File: src/hw/rtl/mcb_pkg.sv
// Shared types and constants for the multichannel colour blend pipeline.
`default_nettype none
package mcb_pkg;

    localparam int CHANNELS      = 4;
    localparam int TABLE_ENTRIES = 256;
    localparam int SAMPLE_BITS   = 16;
    localparam int FRAC_BITS     = 16;
    localparam int TIDX_BITS     = 8;
    localparam int TVAL_BITS     = 17;
    localparam int TCH_BITS      = 2;
    localparam int SETUP_BITS    = 58;
    localparam int CFG_IDX_BITS  = 3;
    localparam int COUNT_BITS    = 3;
    localparam int COLOR_BITS    = 8;
    localparam int COMPONENTS    = 3;
    localparam int DIV_STAGES    = FRAC_BITS;
    localparam int GAMMA_LAT     = 3;
    localparam int META_DEPTH    = DIV_STAGES + GAMMA_LAT;
    // Input register, divider, gamma unit, colour scaling, sum and output.
    localparam int PIPE_LAT      = 1 + DIV_STAGES + GAMMA_LAT + 2;
    localparam int SUM_BITS      = COLOR_BITS + $clog2(CHANNELS + 1);

    typedef enum logic [1:0] {
        KIND_NONE,
        KIND_FULL,
        KIND_FRAC
    } t_kind;

    typedef enum logic [CFG_IDX_BITS-1:0] {
        CFG_COUNT  = 3'd0,
        CFG_SETUP0 = 3'd1,
        CFG_SETUP1 = 3'd2,
        CFG_SETUP2 = 3'd3,
        CFG_SETUP3 = 3'd4
    } t_cfg_idx;

    typedef struct packed {
        logic                  gamma_en;
        logic                  visible;
        logic [COLOR_BITS-1:0] blue;
        logic [COLOR_BITS-1:0] green;
        logic [COLOR_BITS-1:0] red;
        logic [15:0]           hdr_max;
        logic [15:0]           hdr_min;
    } t_setup;

    // One gamma table write travelling to a channel's table.
    typedef struct packed {
        logic                 we;
        logic [TIDX_BITS-1:0] idx;
        logic [TVAL_BITS-1:0] value;
    } t_twr;

    typedef struct packed {
        logic                  valid;
        logic                  mode;
        t_kind [CHANNELS-1:0]  kind;
        logic [TCH_BITS-1:0]   tch;
        logic [TIDX_BITS-1:0]  tidx;
        logic [TVAL_BITS-1:0]  tval;
    } t_meta;

    localparam logic [COUNT_BITS-1:0] COUNT_RST = 3'd4;
    localparam logic [SETUP_BITS-1:0] SETUP_RST [0:3] = '{
        58'h100_00FF_0FFF_0000,
        58'h100_FF00_0FFF_0000,
        58'h1FF_0000_0FFF_0000,
        58'h0AA_AAAA_0FFF_0000
    };

endpackage
`default_nettype wire

File: src/hw/rtl/mcb_divider.sv
// Pipelined restoring divider giving one quotient bit per stage.
`default_nettype none
module mcb_divider
    import mcb_pkg::*;
(
    input  wire logic                   i_clk,
    input  wire logic [SAMPLE_BITS-1:0] i_dividend,
    input  wire logic [SAMPLE_BITS-1:0] i_divisor,
    output      logic [FRAC_BITS-1:0]   o_quot
);

    logic [SAMPLE_BITS-1:0] r_rem  [0:DIV_STAGES-2];
    logic [FRAC_BITS-1:0]   r_quot [0:DIV_STAGES-1];

    for (genvar j = 0; j < DIV_STAGES; j++) begin : g_stage
        logic [SAMPLE_BITS-1:0] rem_in;
        logic [FRAC_BITS-1:0]   q_in;
        logic [SAMPLE_BITS:0]   sh;
        logic [SAMPLE_BITS:0]   diff;
        logic                   take;

        if (j == 0) begin : g_first
            assign rem_in = i_dividend;
            assign q_in   = '0;
        end else begin : g_next
            assign rem_in = r_rem[j-1];
            assign q_in   = r_quot[j-1];
        end

        // The remainder stays below the divisor, so a borrow is the top bit.
        assign sh   = {rem_in, 1'b0};
        assign diff = sh - {1'b0, i_divisor};
        assign take = ~diff[SAMPLE_BITS];

        always_ff @(posedge i_clk) begin
            r_quot[j] <= {q_in[FRAC_BITS-2:0], take};
        end

        if (j < DIV_STAGES - 1) begin : g_rem
            always_ff @(posedge i_clk) begin
                r_rem[j] <= take ? diff[SAMPLE_BITS-1:0] : sh[SAMPLE_BITS-1:0];
            end
        end
    end

    assign o_quot = r_quot[DIV_STAGES-1];

endmodule
`default_nettype wire

File: config.mk
export PLATFORM = sky130hd
export DESIGN_NAME = mcb_divider
export DESIGN_NICKNAME = d
export VERILOG_FILES = /design/src/hw/rtl/mcb_pkg.sv /design/src/hw/rtl/mcb_divider.sv
export SDC_FILE = /design/constraint.sdc
export NUM_CORES = 1
export LEC_CHECK = 0
export ABC_AREA = 1
export BUFFER_PORTS_ARGS = -buffer_cell sky130_fd_sc_hd__buf_2
export CAP_MARGIN = 20
export CORE_ASPECT_RATIO = 0.9
export CORE_MARGIN = 2
export CORE_UTILIZATION = 47
export CTS_CLUSTER_DIAMETER = 200
export DETAILED_ROUTE_END_ITERATION = 7
export GPL_TIMING_DRIVEN = 0
export PLACE_DENSITY = 0.65
export REMOVE_ABC_BUFFERS = 1
export SLEW_MARGIN = 25
export SYNTH_ARGS = -nofsm -noshare
export SYNTH_HDL_FRONTEND = slang
export SYNTH_SLANG_ARGS = --single-unit
File: constraint.sdc
create_clock -name i_clk -period 7 [get_ports i_clk]
set_input_delay 0.7 -clock i_clk [delete_from_list [all_inputs] [get_ports i_clk]]
set_output_delay 0.7 -clock i_clk [all_outputs]
set_load 0.01 [all_outputs]
==> impl_results.md, run 1 <==
* CP startpoint kind: input port
* Commonest non-fill, non-tap cell in the layout: nand2_1
* Worst-Skew Late Latency at 0.58 ns
* Hold depth at 0
* Slew HR at around a third
* Vias in the first global route at 21500
* Yosys warning count at 0
* Max Freq at 388 MHz
* CTS H-tree lvls at 2
* CTS Buf Count at 43
* First-pass DRT Iterations at 6
* M3 GR Usage at 2.35%
* Final hold vios at 0
* P_leak at approximately 0.017 µW
* # DRC at 0
* DRT Wirelength at between 60000 and 70000 µm
* CTS tree: built
* Final setup fails at 0
* Synth Register Bits at roughly 380
* R2R Path Start: r_rem[1][2]
* Worst stage delay on the critical path at 0.69 ns
* Most frequent cells in the layout: nand2_1 (1946), inv_1 (661), dfxtp_1 (376)
* CP bufs+invs at 3
* Post-Route Setup TNS at 0 ns
* Max-slew violation count at 0
* Largest net degree at the start of global routing at 42
* Post-route clock period utilization at 36.9%
* GR peak layer: met2
* Clock sinks at 376
* Most used cell, CP: nand2_2
* Hold Startpoint: r_quot[1][86]
* Worst-Margin Slew at 0.996 ns
* RD Place Congestion at 0.873
* ANT cells at 0
* Cell family with most CP delay: buffers and inverters
* Setup WS post-layout at ~4.4 ns
* Routed Antenna Nets at 0
* Unrepaired setup endpoints after global routing: no
* Syn avg cell area at 6.33 µm²
* DP Worst Slack at 3.80 ns
* # port buffers at 48
* Initial antenna violation count at 0
* First-pass GRT wire length at 107000 µm
* Chip height at 231 µm
* R2R depth at 10
* Capturing point of the worst reg2reg path: r_rem[2][13]
* CP Max Fanout at 16
* CP required at 7.42 ns
* Via count at 23900
* Cell Area, Synth at 26800 µm²
* Post-synthesis cell count at 4238
* Layout area overhead at 9.23%
* Detailed Place HPWL at 48900 µm
* PD cells at ~480 nW/µm²
* Worst Setup SP: i_divisor[6]
* DRT iter0 DRCs at roughly 1400
* CORE AREA at about 57000 µm²
* Layout cells sized above 1 at 9.09%
* Clock buffer depth at 3
* Met2 Usage GRT at a little over a third
* Critical path cell sequence: buf_2, inv_1, ha_1, nand2_2, inv_1, a21oi_1, nand2_2, nand2_2, nand2_2, nand2_2, nand2_4, nand2_1, nand2_1
* NumNets Final at 4587
* Row count at 83
* Die Area at a little under 60000 µm²
* Hold WS at 0.321 ns
* Worst hold endpoint: r_quot[1][103]
* Gates resized, CTS repair at 0
* Period minus WS final at 2.58 ns
* I/O pins at 49
* CP Class: input port to flop
* Status: completed
* CTS hold repair buffers at 0
* Seq/Total Area, Yosys at 28.0%
* CTS Root Buffer Type: clkbuf_16
* HP Class: flop to flop
* Cell total after placement at 5019
* Die Wd at 256 µm
* Clock slew seen by the registers of the worst setup and hold paths at 0.06 ns
* Total Routing Usage GR at 22.2%
* Vias/cell at 4.70
* Worst Skew at 0.0129 ns
* Reg2reg setup slack at 5.09 ns
* Fin cells at 5098
* Max-cap violations at 0
* CP Data Arrival Time at 3.00 ns
* Slowest-stage cell, CP: inv_1
* DR WL/cell at 12.8 µm
* Initial core utilization at 47.3%
* Global route total overflow at 0
* # Post-CTS Setup Buffers at 0
* Unique masters post-synth at 33
* Peak supply drop at 0.000377 V
* Routing usage on met1 at 31.7%
* Critical path endpoint category: flop
## sequential cells by signal (all words and copies together), names as in the netlist
register / cells
r_rem: 240
r_quot: 136
## final cells by class
cell class	count	area (µm²)
fillers	5848	27400
multi-input cells	3149	16400
flip-flops and latches	376	7530
inverters	677	2550
clock buffers	56	1250
well taps	765	957
repair buffers	52	343
clock inverters	23	340
## cell families after synthesis
| logic type | count (synthesis) | share of synthesized area (%) |
|---|---|---|
| fa+ha+maj | 255 | 12.3 |
| flops | 376 | 28.0 |
| compound gates | 133 | 2.70 |
| simple gates | 2656 | 42.5 |
| buf+inv | 713 | 11.0 |
| xor+xnor | 105 | 3.43 |
## worst reg2reg max path: cells and delay by family (launching register included)
kind                     cells  cell delay [ns]
AND/OR/NAND/NOR              9             1.10
flip-flops                   1             0.38
adder cells (fa/ha/maj)      1             0.29
## cell usage after synthesis
cell type / count / area, µm²
inv_1: 671 / 2520
o21a_1: 1 / 7.51
nor2_1: 164 / 616
nand3_2: 14 / 140
xnor2_1: 17 / 149
buf_8: 1 / 15.0
a21oi_2: 15 / 131
clkinv_1: 1 / 3.75
o21ai_0: 3 / 15.0
nor3_4: 1 / 16.3
nand3_1: 196 / 981
nand2_2: 150 / 938
buf_6: 24 / 270
dfxtp_1: 376 / 7530
or2_2: 2 / 12.5
buf_1: 1 / 3.75
fa_1: 15 / 300
nand2_4: 33 / 372
nor3_2: 14 / 140
buf_2: 5 / 25.0
and2_1: 43 / 269
or2_1: 11 / 68.8
nand4_1: 28 / 175
a21oi_1: 114 / 571
buf_12: 5 / 100
xor2_1: 88 / 771
nand2_1: 1946 / 7300
nor3_1: 3 / 15.0
inv_2: 5 / 18.8
nor2_2: 17 / 106
ha_1: 240 / 3000
or2_4: 4 / 35.0
nand3b_1: 30 / 225
## worst max-delay path by stage
stage | to | cells after the start
floorplan | r_rem[0][0] | 10
global placement | r_rem[0][15] | 13
detailed placement | r_rem[2][13] | 13
CTS | r_rem[2][13] | 13
global route | r_rem[2][13] | 13
finish | r_rem[2][13] | 13
## power by group
part           total, µW  switching, µW  leakage, µW  internal [µW]
logic               7950           5210       0.0134           2740
registers           3700            510      0.00316           3190
clock network       2500            947     0.000774           1550
total              14100           6660       0.0173           7480
## per-stage QoR
| step | cell area [µm²] | total power, µW | util (%) |
|---|---|---|---|
| detailed placement | 27700 | 11600 | 48.9 |
| CTS | 29300 | 14200 | 51.7 |
| global placement | 27600 | 11500 | 48.7 |
| finish | 29300 | 14100 | 51.7 |
| floorplan | 26400 | 9760 | - |
| global route | 29300 | 15600 | 51.7 |
## routing by layer
metal	wire (µm)	part of all wire (%)
met1	33100	50
met2	27400	42
met4	2050	3.1
met5	0	0
met3	3030	4.6
(Power assumes the default switching activity.)
==> run 2, diff against run 1 <==
- PLACE_DENSITY: 0.65 -> 0.67
- clock period: 7 -> 2.2 ns (I/O delays scaled with it)
==> run 2 against run 1 <==
Net effect: first-iteration DRC count up 23%; register-to-register slack got worse by 4.8 ns; largest cell class unchanged; largest power group unchanged; worst hold slack got worse by 0.22 ns; highest routed layer unchanged.
==> impl_results.md, run 2 (synthesis results as in run 1) <==
* Initial antenna violation count at 0
* Clock sinks at 376
* Vias in the first global route at 21600
* Layout cells sized above 1 at 9.22%
* NumNets Final at ~4600
* Met2 Usage GRT at 36.1%
* # DRC at 0
* CP Max Fanout at 16
* Post-route clock period utilization at 93.3%
* Worst Skew at 0.0157 ns
* Biggest regs: r_rem (240), r_quot (136)
* CORE AREA at 56700 µm²
* Max-cap violations at 0
* Total Routing Usage GR at 22.1%
* Clock slew seen by the registers of the worst setup and hold paths at about 0.06 ns
* DR WL/cell at 12.8 µm
* CTS Root Buffer Type: clkbuf_16
* Max FFs per register at 240
* Die Area at 59000 µm²
* Tot Pwr at about 45000 µW
* Peak supply drop at around 0.00088 V
* CP Data Arrival Time at 2.54 ns
* M3 GR Usage at under 10%
* CP startpoint kind: input port
* Die Wd at 256 µm
* Unrepaired setup endpoints after global routing: no
* GR peak layer: met2
* Worst-Skew Late Latency at 0.58 ns
* Period minus WS final at between 2 and 2.5 ns
* Initial core utilization at 47.3%
* Via count at 24100
* DRT Wirelength at 65500 µm
* PD cells at 1520 nW/µm²
* Detailed Place HPWL at 48500 µm
* ANT cells at 0
* Final setup fails at 0
* CTS Buf Count at 44
* Critical path endpoint category: flop
* # port buffers at 48
* Worst-Margin Slew at approximately 0.94 ns
* Commonest non-fill, non-tap cell in the layout: nand2_1
* Hold depth at 4
* Vias/cell at 4.71
* P_leak at 0.0174 µW
* Largest net degree at the start of global routing at 42
* Chip height at 231 µm
* CP Class: input port to flop
* CP required at 2.69 ns
* First-pass DRT Iterations at 5
* Global route total overflow at 0
* Clock buffer depth at 3
* R2R depth at 9
* HP Class: input port to flop
* Layout Utilization at 51.9%
* Final hold vios at 0
* DRT iter0 DRCs at between 1500 and 2000
* Most frequent cells in the layout: nand2_1 (1946), inv_1 (657), dfxtp_1 (376)
* Max Freq at 487 MHz
* Slew HR at 37.3%
* I/O pins at 49
* Max-slew violation count at 0
* RD Place Congestion at 0.885
* CTS H-tree lvls at 2
* First-pass GRT wire length at 107000 µm
* Layout area overhead at 9.67%
* CTS tree: built
* Row count at slightly above 80
* Biggest register: r_rem
* Routing usage on met1 at 30.6%
* Routed Antenna Nets at 0
* Status: completed
-- run 2: changes by cell type in the layout (fill, tap and decap cells not counted), sizes merged --
cell         delta
bufinv          -1
buf             +2
clkbuf          -7
dlygate4sd3    +15
clkinv          +4
inv             -2
clkinvlp        +6
-- run 2: worst paths after layout --
kind | from | to | slack [ns]
setup / recovery | i_divisor[3] | r_rem[2][13] | 0.15
hold / removal | i_dividend[15] | r_rem[0][0] | 0.1
setup reg to reg | r_rem[1][2] | r_rem[2][13] | 0.25
hold reg to reg | r_quot[1][105] | r_quot[1][122] | 0.32
-- run 2: final cells by class --
cell class / count / area, µm²
Clock inverter: 30 / 369
Inverter: 677 / 2560
Timing Repair Buffer: 69 / 500
Multi-Input combinational cell: 3149 / 16400
Fill cell: 5685 / 27300
Sequential cell: 376 / 7530
Tap cell: 765 / 957
Clock buffer: 49 / 1160
-- run 2: where the power goes --
part / leakage, µW / internal (µW) / total, µW / switching [µW]
clock network: 0.000741 / 4650 / 7710 / 3060
registers: 0.00316 / 10200 / 11800 / 1610
logic: 0.0135 / 8730 / 25400 / 16600
-- run 2: critical path: stages --
cell and delay [ns]:
buf_2 0.12, clkinvlp_4 0.45, ha_1 0.52, or2_1 0.28, nand3_2 0.09, nand2_2 0.09, nand2_2 0.11, nand3_1 0.13
nand2_4 0.22, nand2_1 0.09, nand2_1 0.18
-- run 2: through the flow --
stage          setup TNS [ns]  instance area, µm²  worst slack [ns]  hold slack, ns  instances
2_1_floorplan         -333.22               26400             -1.40           0.310       4202
3_3_place_gp          -784.53               27600             -3.23           0.310       5015
3_5_place_dp          -115.16               27700            -0.570           0.312       5018
4_1_cts                     0               29400            0.0178          0.0655       5112
5_1_grt                     0               29400            0.0185           0.129       5115
6_report                    0               29400             0.148          0.0975       5115
-- run 2: per-layer routing --
layer | vias up | part of all wire, %
li1 | 13000 | -
met1 | 10500 | 49
met2 | 462 | 43
met3 | 94 | 4.9
met4 | 0 | 2.1
met5 | - | 0
-- run 2: timing repair --
item	4_1_cts	5_1_grt
setup buffers	0	3
endpoints found under the setup margin	0	92
hold buffers	15	0
resized for setup	0	5
endpoints found under the hold margin	15	0
==> run 3, diff against run 2 <==
--- a/config.mk
+++ b/config.mk
@@ -10,3 +10,3 @@
 export CAP_MARGIN = 20
-export CORE_ASPECT_RATIO = 0.9
+export CORE_ASPECT_RATIO = 1.4
 export CORE_MARGIN = 2
@@ -18,2 +18,3 @@
 export REMOVE_ABC_BUFFERS = 1
+export SKIP_CTS_REPAIR_TIMING = 1
 export SLEW_MARGIN = 25
--- a/constraint.sdc
+++ b/constraint.sdc
@@ -3,2 +3,2 @@
 set_output_delay 0.22 -clock i_clk [all_outputs]
-set_load 0.01 [all_outputs]
+set_load 0.1 [all_outputs]
==> run 3 against run 2 <==
Net effect: power grew 1.7%; fmax shrank 1.3%; sequential cell count is the same; clock power shrank 3.1%; die area is essentially flat; via count grew 0.66%; routed wire length grew 3.7%; combinational power grew 3%; sequential power is essentially flat; non-clock buffer count grew 2; worst hold slack gained 0.0072 ns; critical path depth grew 1; largest cell class unchanged.
==> impl_results.md, run 3 (synthesis results as in run 1) <==
* Status: completed
* Hold depth at 4
* Vias in the first global route at approximately 23000
* CP Max Fanout at 16
* Detailed Place HPWL at 51000 µm
* CP required at 2.61 ns
* M3 GR Usage at 3.28%
* CTS tree: built
* First-pass DRT Iterations at 7
* Chip height at 287 µm
* CORE AREA at 56400 µm²
* NumNets Final at 4604
* Post-Route Setup TNS at 0 ns
* RD Place Congestion at between 0.8 and 0.9
* Worst stage delay on the critical path at 0.53 ns
* DR WL/cell at 13.4 µm
* Worst Skew at 0.0267 ns
* Max-slew violation count at 0
* Max-cap violations at 0
* GR peak layer: met2
* Max FFs per register at 240
* R2R depth at 8
* Tot Pwr at roughly 46000 µW
* I/O pins at 49
* # port buffers at 48
* CTS Root Buffer Type: clkbuf_16
* Peak supply drop at approximately 0.0011 V
* Critical path cell sequence: buf_2, clkinvlp_4, ha_1, or2_1, nand3_2, nand2_2, nand2_2, nand2_2, nand2_2, nand2_4, nand2_1, nand2_1
* First-pass GRT wire length at 111000 µm
* CTS Buf Count at 41
* Initial core utilization at between 40% and 50%
* Total Routing Usage GR at 23.4%
* Row count at between 100 and 150
* Met2 Usage GRT at between 40% and 50%
* DRT Wirelength at 67900 µm
* Clock sinks at between 300 and 400
* P_leak at roughly 0.017 µW
* Post-DP Area at 27800 µm²
* Global route total overflow at 0
* Layout area overhead at 9.53%
* Clock buffer depth at 3
* Final hold vios at 0
* Die Area at approximately 59000 µm²
* Largest net degree at the start of global routing at 66
* Layout cells sized above 1 at 9.04%
* Routed Antenna Nets at 0
* Slew HR at 31.9%
* Period minus WS final at 2.08 ns
* Post-route clock period utilization at 94.5%
* Worst-Margin Slew at 1.02 ns
* CP Class: input port to flop
* Max Freq at 481 MHz
* CP startpoint kind: input port
* PD cells at 1550 nW/µm²
* Critical path endpoint category: flop
* HP Class: input port to flop
* CP bufs+invs at 2
* Die Wd at 206 µm
* Biggest register: r_rem
* Final setup fails at 0
* Most used cell, CP: nand2_2
* WP depth at 12
* Routing usage on met1 at 25.7%
* CP Data Arrival Time at ~2.5 ns
* Cell family with most CP delay: simple AND/OR/NAND/NOR gates
* Unrepaired setup endpoints after global routing: no
* Commonest non-fill, non-tap cell in the layout: nand2_1
* CTS H-tree lvls at 2
* DRT iter0 DRCs at around 1200
* Via count at 24300
* Design area at 29400 µm²
* Most frequent cells in the layout: nand2_1 (1946), inv_1 (658), dfxtp_1 (376)
* Initial antenna violation count at 0
* Clock slew seen by the registers of the worst setup and hold paths at 0.06 ns
* Worst-Skew Late Latency at 0.58 ns
* Biggest regs: r_rem (240), r_quot (136)
* # DRC at 0
* Slowest-stage cell, CP: ha_1
* Vias/cell at 4.77
==> run 3: changes by cell type in the layout (fill, tap and decap cells not counted), moves of 3 or more <==
cell | before | now
buf_16 | 2 | 5
clkbuf_8 | 2 | 11
clkinv_2 | 10 | 3
clkinv_4 | 5 | 2
clkinvlp_4 | 10 | 3
inv_6 | 1 | 4
==> run 3: cell type report <==
cell class	instances	area [µm²]
Antenna cell	1	2.50
Clock inverter	15	224
Clock buffer	57	1240
Inverter	677	2550
Sequential cell	376	7530
Tap cell	735	920
Multi-Input combinational cell	3149	16400
Fill cell	5807	27000
Timing Repair Buffer	71	578
==> run 3: stage by stage <==
| stage | instances | worst slack, ns | hold WS, ns | util (%) |
|---|---|---|---|---|
| global placement | 4985 | -3.11 | 0.310 | 48.9 |
| CTS | 5064 | 0.0237 | -0.154 | 51.8 |
| finish | 5081 | 0.121 | 0.105 | 52.1 |
| detailed placement | 4992 | -0.585 | 0.312 | 49.2 |
| floorplan | 4202 | -1.40 | 0.310 | - |
| global route | 5080 | 0.00609 | 0.128 | 52.1 |
==> run 3: path summary, 6_finish.rpt <==
| path | start | end | slack (ns) |
|---|---|---|---|
| min reg2reg | r_quot[0][118] | r_quot[1][7] | 0.31 |
| max reg2reg | r_rem[10][12] | r_rem[11][9] | 0.26 |
| max | i_divisor[3] | r_rem[8][12] | 0.12 |
| min | i_dividend[15] | r_rem[0][0] | 0.10 |
==> run 3: where the power goes <==
group / switching (µW) / internal (µW)
clock: 2950 / 4530
combinational: 17500 / 8770
sequential: 1740 / 10200
total: 22200 / 23400
==> run 3: worst register-to-register path: stages, from the launching register on <==
cell,delay (ns)
dfxtp_1,0.46
ha_1,0.34
nand2_1,0.18
nor2_1,0.08
a21oi_2,0.20
nand3_1,0.15
nand2_4,0.28
nand2_1,0.10
nand2_1,0.10
==> run 3: metal layers <==
layer  routed length (µm)  share of wire, %
met5                    0                 0
met1                28000                41
met3                 2570               3.8
met2                33500                49
met4                 3810               5.6
